## src/rtl/core/cks_pkg.sv

```systemverilog
// Shared constants, codes and types of the colour keyframe sampler.
package cks_pkg;

   localparam int CKS_TABLE_DEPTH = 4096;

   localparam int INDEX_W = 12;
   localparam int BYTE_W  = 8;
   localparam int FRAME_W = 16;
   localparam int BLEND_W = 3;
   localparam int LEN_W   = 16;
   localparam int COUNT_W = 16;
   // Track offset sums stay below 2^18 for every input pattern.
   localparam int X_W     = 18;

   localparam logic KIND_WRITE  = 1'b0;
   localparam logic KIND_SAMPLE = 1'b1;

   localparam logic [BLEND_W-1:0] BLEND_DIRECT = 3'd1;
   localparam logic [LEN_W-1:0]   LEN_CONSTANT = 16'd1;

   typedef struct packed {
      logic               kind;
      logic [INDEX_W-1:0] table_index;
      logic [BYTE_W-1:0]  write_byte;
      logic [FRAME_W-1:0] frame;
      logic [BLEND_W-1:0] blend;
      logic [LEN_W-1:0]   track_length;
   } req_type;

   typedef struct packed {
      logic              is_write;
      logic [BYTE_W-1:0] write_byte;
      logic              interp;
      logic [1:0]        shift;
      logic [1:0]        weight;
   } side_type;

endpackage

```

## src/rtl/core/cks_addr_pipe.sv

```systemverilog
// Address pipeline: decodes a beat, forms the track offset and reduces it modulo the table depth.
module cks_addr_pipe #(
   parameter int TABLE_DEPTH = cks_pkg::CKS_TABLE_DEPTH
) (
   input  logic                            clock,
   input  logic                            reset,
   input  logic                            in_valid,
   output logic                            in_ready,
   input  cks_pkg::req_type                in_req,
   input  logic [cks_pkg::COUNT_W-1:0]     fc_m1,
   input  logic                            fc_zero,
   output logic                            out_valid,
   input  logic                            out_ready,
   output logic [$clog2(TABLE_DEPTH)-1:0]  out_addr,
   output cks_pkg::side_type               out_side
);
   import cks_pkg::*;

   localparam int ADDR_W      = $clog2(TABLE_DEPTH);
   localparam int RECIP_SHIFT = X_W + ADDR_W;
   localparam int RECIP_W     = X_W + 2;
   localparam logic [63:0] RECIP_WIDE =
      ((64'd1 << RECIP_SHIFT) + 64'(TABLE_DEPTH) - 64'd1) / 64'(TABLE_DEPTH);
   localparam logic [RECIP_W-1:0] RECIP   = RECIP_W'(RECIP_WIDE);
   localparam logic [X_W-1:0]     DEPTH_X = X_W'(TABLE_DEPTH);

   // Stage registers.
   logic              s1_valid_ff;
   req_type           s1_req_ff;
   logic              s2_valid_ff;
   logic [INDEX_W-1:0] s2_base_ff;
   logic [FRAME_W:0]  s2_off_a_ff;
   logic [FRAME_W-1:0] s2_off_b_ff;
   side_type          s2_side_ff;
   logic              s3_valid_ff;
   logic [X_W-1:0]    s3_x_ff;
   side_type          s3_side_ff;
   logic              s4_valid_ff;
   logic [X_W-1:0]    s4_x_ff;
   logic [X_W-1:0]    s4_q_ff;
   side_type          s4_side_ff;
   logic              s5_valid_ff;
   logic [ADDR_W-1:0] s5_addr_ff;
   side_type          s5_side_ff;

   logic r1, r2, r3, r4, r5;

   // Stage 1 decode.
   logic [1:0]         shift;
   logic [FRAME_W-1:0] low_mask;
   logic [FRAME_W-1:0] limit;
   logic [FRAME_W:0]   diff;
   logic [FRAME_W:0]   wrap_off;
   logic [FRAME_W:0]   last_off;
   logic [FRAME_W-1:0] frame_dec;
   logic               is_last;
   logic               len_one;
   logic               direct;
   logic [FRAME_W:0]   s2_off_a_in;
   logic [FRAME_W-1:0] s2_off_b_in;
   side_type           s2_side_in;

   logic [X_W-1:0]         s3_x_in;
   logic [X_W+RECIP_W-1:0] prod;
   logic [X_W-1:0]         s4_q_in;
   logic [2*X_W-1:0]       qd;
   logic [X_W-1:0]         rem;

   assign r5       = !s5_valid_ff || out_ready;
   assign r4       = !s4_valid_ff || r5;
   assign r3       = !s3_valid_ff || r4;
   assign r2       = !s2_valid_ff || r3;
   assign r1       = !s1_valid_ff || r2;
   assign in_ready = r1;

   always_comb begin
      shift     = s1_req_ff.blend[2:1];
      low_mask  = (16'd1 << shift) - 16'd1;
      limit     = fc_m1 & ~low_mask;
      diff      = {1'b0, s1_req_ff.frame} - {1'b0, limit};
      wrap_off  = {1'b0, s1_req_ff.frame} + (17'd1 << shift);
      is_last   = fc_zero || !diff[FRAME_W];
      last_off  = fc_zero ? wrap_off : diff;
      frame_dec = s1_req_ff.frame >> shift;
      len_one   = s1_req_ff.track_length == LEN_CONSTANT;
      direct    = s1_req_ff.blend == BLEND_DIRECT;

      s2_side_in.is_write   = s1_req_ff.kind == KIND_WRITE;
      s2_side_in.write_byte = s1_req_ff.write_byte;
      s2_side_in.shift      = shift;
      s2_side_in.weight     = {s1_req_ff.frame[1] & shift[1], s1_req_ff.frame[0]};
      s2_side_in.interp     = 1'b0;
      s2_off_a_in           = '0;
      s2_off_b_in           = '0;
      if (s1_req_ff.kind == KIND_WRITE || len_one) begin
         s2_off_a_in = '0;
      end else if (direct) begin
         s2_off_a_in = {1'b0, s1_req_ff.frame};
      end else if (is_last) begin
         s2_off_a_in = last_off;
         s2_off_b_in = frame_dec;
      end else begin
         s2_off_b_in       = frame_dec;
         s2_side_in.interp = 1'b1;
      end
   end

   assign s3_x_in = X_W'(s2_base_ff) + X_W'(s2_off_a_ff) + X_W'(s2_off_b_ff);

   // Floor division by the depth as a multiply by a rounded-up reciprocal;
   // exact for every sum below 2^X_W.
   assign prod    = {{RECIP_W{1'b0}}, s3_x_ff} * {{X_W{1'b0}}, RECIP};
   assign s4_q_in = X_W'(prod >> RECIP_SHIFT);

   assign qd  = {{X_W{1'b0}}, s4_q_ff} * {{X_W{1'b0}}, DEPTH_X};
   assign rem = s4_x_ff - qd[X_W-1:0];

   always_ff @(posedge clock) begin
      if (reset) begin
         s1_valid_ff <= 1'b0;
         s2_valid_ff <= 1'b0;
         s3_valid_ff <= 1'b0;
         s4_valid_ff <= 1'b0;
         s5_valid_ff <= 1'b0;
      end else begin
         if (r1) s1_valid_ff <= in_valid;
         if (r2) s2_valid_ff <= s1_valid_ff;
         if (r3) s3_valid_ff <= s2_valid_ff;
         if (r4) s4_valid_ff <= s3_valid_ff;
         if (r5) s5_valid_ff <= s4_valid_ff;
      end
   end

   always_ff @(posedge clock) begin
      if (r1) begin
         s1_req_ff <= in_req;
      end
      if (r2) begin
         s2_base_ff  <= s1_req_ff.table_index;
         s2_off_a_ff <= s2_off_a_in;
         s2_off_b_ff <= s2_off_b_in;
         s2_side_ff  <= s2_side_in;
      end
      if (r3) begin
         s3_x_ff    <= s3_x_in;
         s3_side_ff <= s2_side_ff;
      end
      if (r4) begin
         s4_x_ff    <= s3_x_ff;
         s4_q_ff    <= s4_q_in;
         s4_side_ff <= s3_side_ff;
      end
      if (r5) begin
         s5_addr_ff <= rem[ADDR_W-1:0];
         s5_side_ff <= s4_side_ff;
      end
   end

   assign out_valid = s5_valid_ff;
   assign out_addr  = s5_addr_ff;
   assign out_side  = s5_side_ff;

   // The reciprocal quotient must be exact, so the remainder lands inside the table.
   a_rem_in_range: assert property (@(posedge clock) disable iff (reset)
      s4_valid_ff |-> rem < DEPTH_X)
      else $error("address reduction left a remainder at or above the depth");

   a_stall_holds: assert property (@(posedge clock) disable iff (reset)
      (s5_valid_ff && !out_ready) |=>
         (s5_valid_ff && $stable(s5_addr_ff) && $stable(s5_side_ff)))
      else $error("stalled address beat changed or vanished");

endmodule

```

## config.mk

```make
export PLATFORM = sky130hd
export DESIGN_NAME = cks_addr_pipe
export DESIGN_NICKNAME = d
export VERILOG_FILES = /design/src/rtl/core/cks_pkg.sv /design/src/rtl/core/cks_addr_pipe.sv
export SDC_FILE = /design/constraint.sdc
export NUM_CORES = 1
export LEC_CHECK = 0
export BUFFER_PORTS_ARGS = -buffer_cell sky130_fd_sc_hd__buf_2
export CAP_MARGIN = 20
export CORE_UTILIZATION = 52
export DETAILED_ROUTE_END_ITERATION = 8
export PLACE_DENSITY = 0.81
export SETUP_SLACK_MARGIN = 0.4
export SYNTH_ARGS = -nofsm -noshare
export SYNTH_HDL_FRONTEND = slang
export SYNTH_SLANG_ARGS = --single-unit
```

## constraint.sdc

```tcl
create_clock -name clock -period 3 [get_ports clock]
set_input_delay 0.45 -clock clock [delete_from_list [all_inputs] [get_ports clock]]
set_output_delay 0.45 -clock clock [all_outputs]
set_load 0.02 [all_outputs]
```

==> run_results.csv <==
group,metric,value,unit
cts,clk_latency,0.44,ns
die,coreArea,15830,µm²
setup_path,reg2reg_to,"s2_off_a_ff[6]",
setup_path,critPathMaxFanout,4,
timing,drv_slew,0,
finish,syn2layout_area_growth,22.45,%
setup_path,worstSetupEndpointType,"register",
yosys,synth_edf_count,184,
setup_path,path_common_cell,"buf_4",
setup_path,crit_type,"reg2reg",
cts,hold_buffers,0,
die,row_count,46,
finish,num-nets-final,797,
cts,path_clk_slew,0.07,ns
timing,fin_crit,2.845,ns
setup_path,r2r_start,"s1_req_ff[18]",
setup_path,max_stage_delay,0.43,ns
finish,multiInputGateArea,2888,µm²
die,die_x,128.9,µm
cts,max-clock-path-buffers,2,
setup_path,cp_top_family,"compound AO/OA/AOI/OAI gates",
global_routing,grt.overflow.total,0,
min_path,min_from,"in_req[13]",
finish,final_common_cell,"edfxtp_1",
timing,worst_slew_pin_slew,0.9576,ns
timing,max_slew_margin,0.3609,
cts,htree_levels,4,
yosys,synth_seq_cells,189,
cts,cts_buffers,17,
run_status,status,"finished, final reports clean",
timing,hold_violations,0,
finish,drive_gt1_frac,0.3537,
setup_path,arrival,3.03,ns
global_routing,grt_pass1_vias,4929,
yosys,synth_area_per_cell,15.65,µm²
yosys,netlist_area,8372,µm²
finish,finalNonFillerCells,903,
pwr,leakage,4.117,nW
setup_path,crit_required,3.19,ns
yosys,yosysWarningCount,0,
setup_path,path_depth,13,
global_routing,grt_usage,0.1965,
placement,dp_cells,849,
pwr,power_density,650.1,nW/µm²
cts,cts.sinks,189,
drt,drt.antenna.violating_nets,0,
drt,detail_route.vias_per_cell,5.557,
timing,rsz0062_at_grt,"true",
setup_path,cp_slowest_cell,"edfxtp_1",
yosys,synth_flop_cell,"edfxtp_1",
finish,mostFrequentLayoutCells,"184 x edfxtp_1, 104 x buf_2, 32 x nand2_1",
cts,tritoncts,"yes",
timing,setup_tns,0,ns
setup_path,crit_path_start,"s1_req_ff[18]",
yosys,synth_top_family_by_area,"compound AO/OA/AOI/OAI gates",
yosys,synthCells,535,
timing,fmax,351.5,MHz
drt,route.detailed.drc,0,
drt,firstDrtPassIters,5,
timing,period_share,0.9482,
yosys,async_flop_share,0,
setup_path,crit_buf_inv,3,
setup_path,reg2reg_depth,13,
yosys,synth_seq_area_share,0.6719,
global_routing,grt_max_degree,51,
timing,finalClockSkew,0.009884,ns
drt,routed_wl,15690,µm
die,start_util,0.5289,
setup_path,cp-start-kind,"register",
global_routing,antenna_found_initial,0,
global_routing,grt_pass1_wl,24260,µm
run,cap_violations,0,
die,die_h,128.9,µm
pwr,ir_worst_vdd,0.0003638,V
placement,gp_congestion,0.8789,
setup_path,reg2reg_slack,0.16,ns
yosys,synthXorXnorAreaFrac,0.01674,
drt,num_vias,5018,
drt,drtIter0Drc,372,
die,die_area,16610,µm²
die,io_pins,105,
setup_path,crit_chain,"buf_4 > nor2b_4 > inv_2 > ha_4 > nand2_4 > fa_2 > a211oi_2 > buf_4 > o21bai_1 > a21oi_1 > xor2_1 > o32ai_1 > o2bb2ai_1",
yosys,muxShareOfSynthArea,0.03706,
yosys,ys_types,73,
placement,dpl.hpwl,10610,µm
yosys,synth-simple-area-share,0.08340,
cts,clock-root-buffer,"clkbuf_16",
yosys,syn_nets,658,
placement,port_buffers,104,
yosys,synthAdderAreaFrac,0.08130,
min_path,hold_path.class,"in2reg",
finish,n_antenna_cell,0,
finish,n_fill_cell,1124,
timing,finalSetupViolCount,0,
drt,wire_per_inst,17.38,µm
yosys,synth_compound_area_frac,0.08698,
finish,register_area,5625,µm²
setup_path,crit_end,"s2_off_a_ff[6]",
==> cells by family after synthesis <==
logic type	Yosys count
compound gates	100
xor+xnor	16
fa+ha+maj	46
buf+inv	44
flops	189
mux	14
simple gates	126
==> cells in the mapped netlist, drive strengths merged, types with 7 or more instances <==
cell type	number	share of area
nor3	7	0.0042
inv	28	0.013
xnor2	11	0.012
a21o	9	0.0081
nand2	37	0.017
edfxtp	184	0.66
buf	7	0.0058
ha	32	0.048
clkbuf	9	0.0042
o21ai	20	0.012
fa	14	0.033
a21oi	21	0.013
mux4	12	0.034
nand3	7	0.0042
nor2	16	0.0072
and3	16	0.013
==> stage by stage <==
stage / util / total power [mW] / setup slack [ns] / area (µm²) / hold slack [ns]
6_report: 0.6477 / 6.665 / 0.1553 / 10250 / 0.1812
5_1_grt: 0.6477 / 6.953 / 0.03819 / 10250 / 0.1602
3_5_place_dp: 0.5872 / 4.406 / 0.08786 / 9294 / 0.4045
2_1_floorplan: - / 4.129 / 0.2237 / 8546 / 0.4003
4_1_cts: 0.6359 / 6.651 / 0.1312 / 10060 / 0.1688
3_3_place_gp: 0.5872 / 4.359 / 0.1990 / 9294 / 0.4012
==> metal layers <==
metal  vias up  track usage  wire [µm]
li1       2362            -          -
met1      2440       0.2419       6392
met2       175       0.3145       7869
met3        41      0.05239        785
met4         0       0.1156        645
met5         -            0          0
==> layout make-up <==
| class | instances | share of cell area |
|---|---|---|
| Clock buffer | 17 | 0.04150 |
| Tap cell | 216 | 0.02636 |
| Clock inverter | 15 | 0.01648 |
| Timing Repair Buffer | 136 | 0.07494 |
| Sequential cell | 189 | 0.5488 |
| Inverter | 28 | 0.01025 |
| Multi-Input combinational cell | 302 | 0.2817 |
==> where the power goes <==
part	switching [mW]	total (mW)	internal [mW]
Clock	1.09	2.21	1.12
Combinational	0.556	1.03	0.470
Sequential	0.116	3.43	3.32
Total	1.76	6.66	4.91
==> worst min path at each step <==
| stage | to | cells after the start |
|---|---|---|
| after floorplan | out_addr[0] | 0 |
| after global placement | out_side[10] | 0 |
| after detailed placement | out_addr[6] | 0 |
| after CTS | s1_req_ff[25] | 1 |
| after global routing | s1_req_ff[8] | 1 |
| final | s1_req_ff[13] | 1 |
==> repair_timing <==
item                                    in CTS  in global routing
pin swaps                                   16                 20
setup buffers                               11                 11
endpoints found under the setup margin      15                 15
gates resized for setup                     18                 21
==> registers in the layout, indices dropped and copies added, names as in the netlist <==
name and cells:
s2_base_ff 12, out_addr 12, s2_off_a_ff 12, out_valid 1
s3_x_ff 12, out_side 14, s3_side_ff 14, s4_valid_ff 1
s1_valid_ff 1, s2_off_b_ff 12, s4_x_ff 12, s4_side_ff 14
s2_valid_ff 1, s3_valid_ff 1, s2_side_ff 14, s1_req_ff 56
Note: power is estimated with default switching activity, not from simulation.
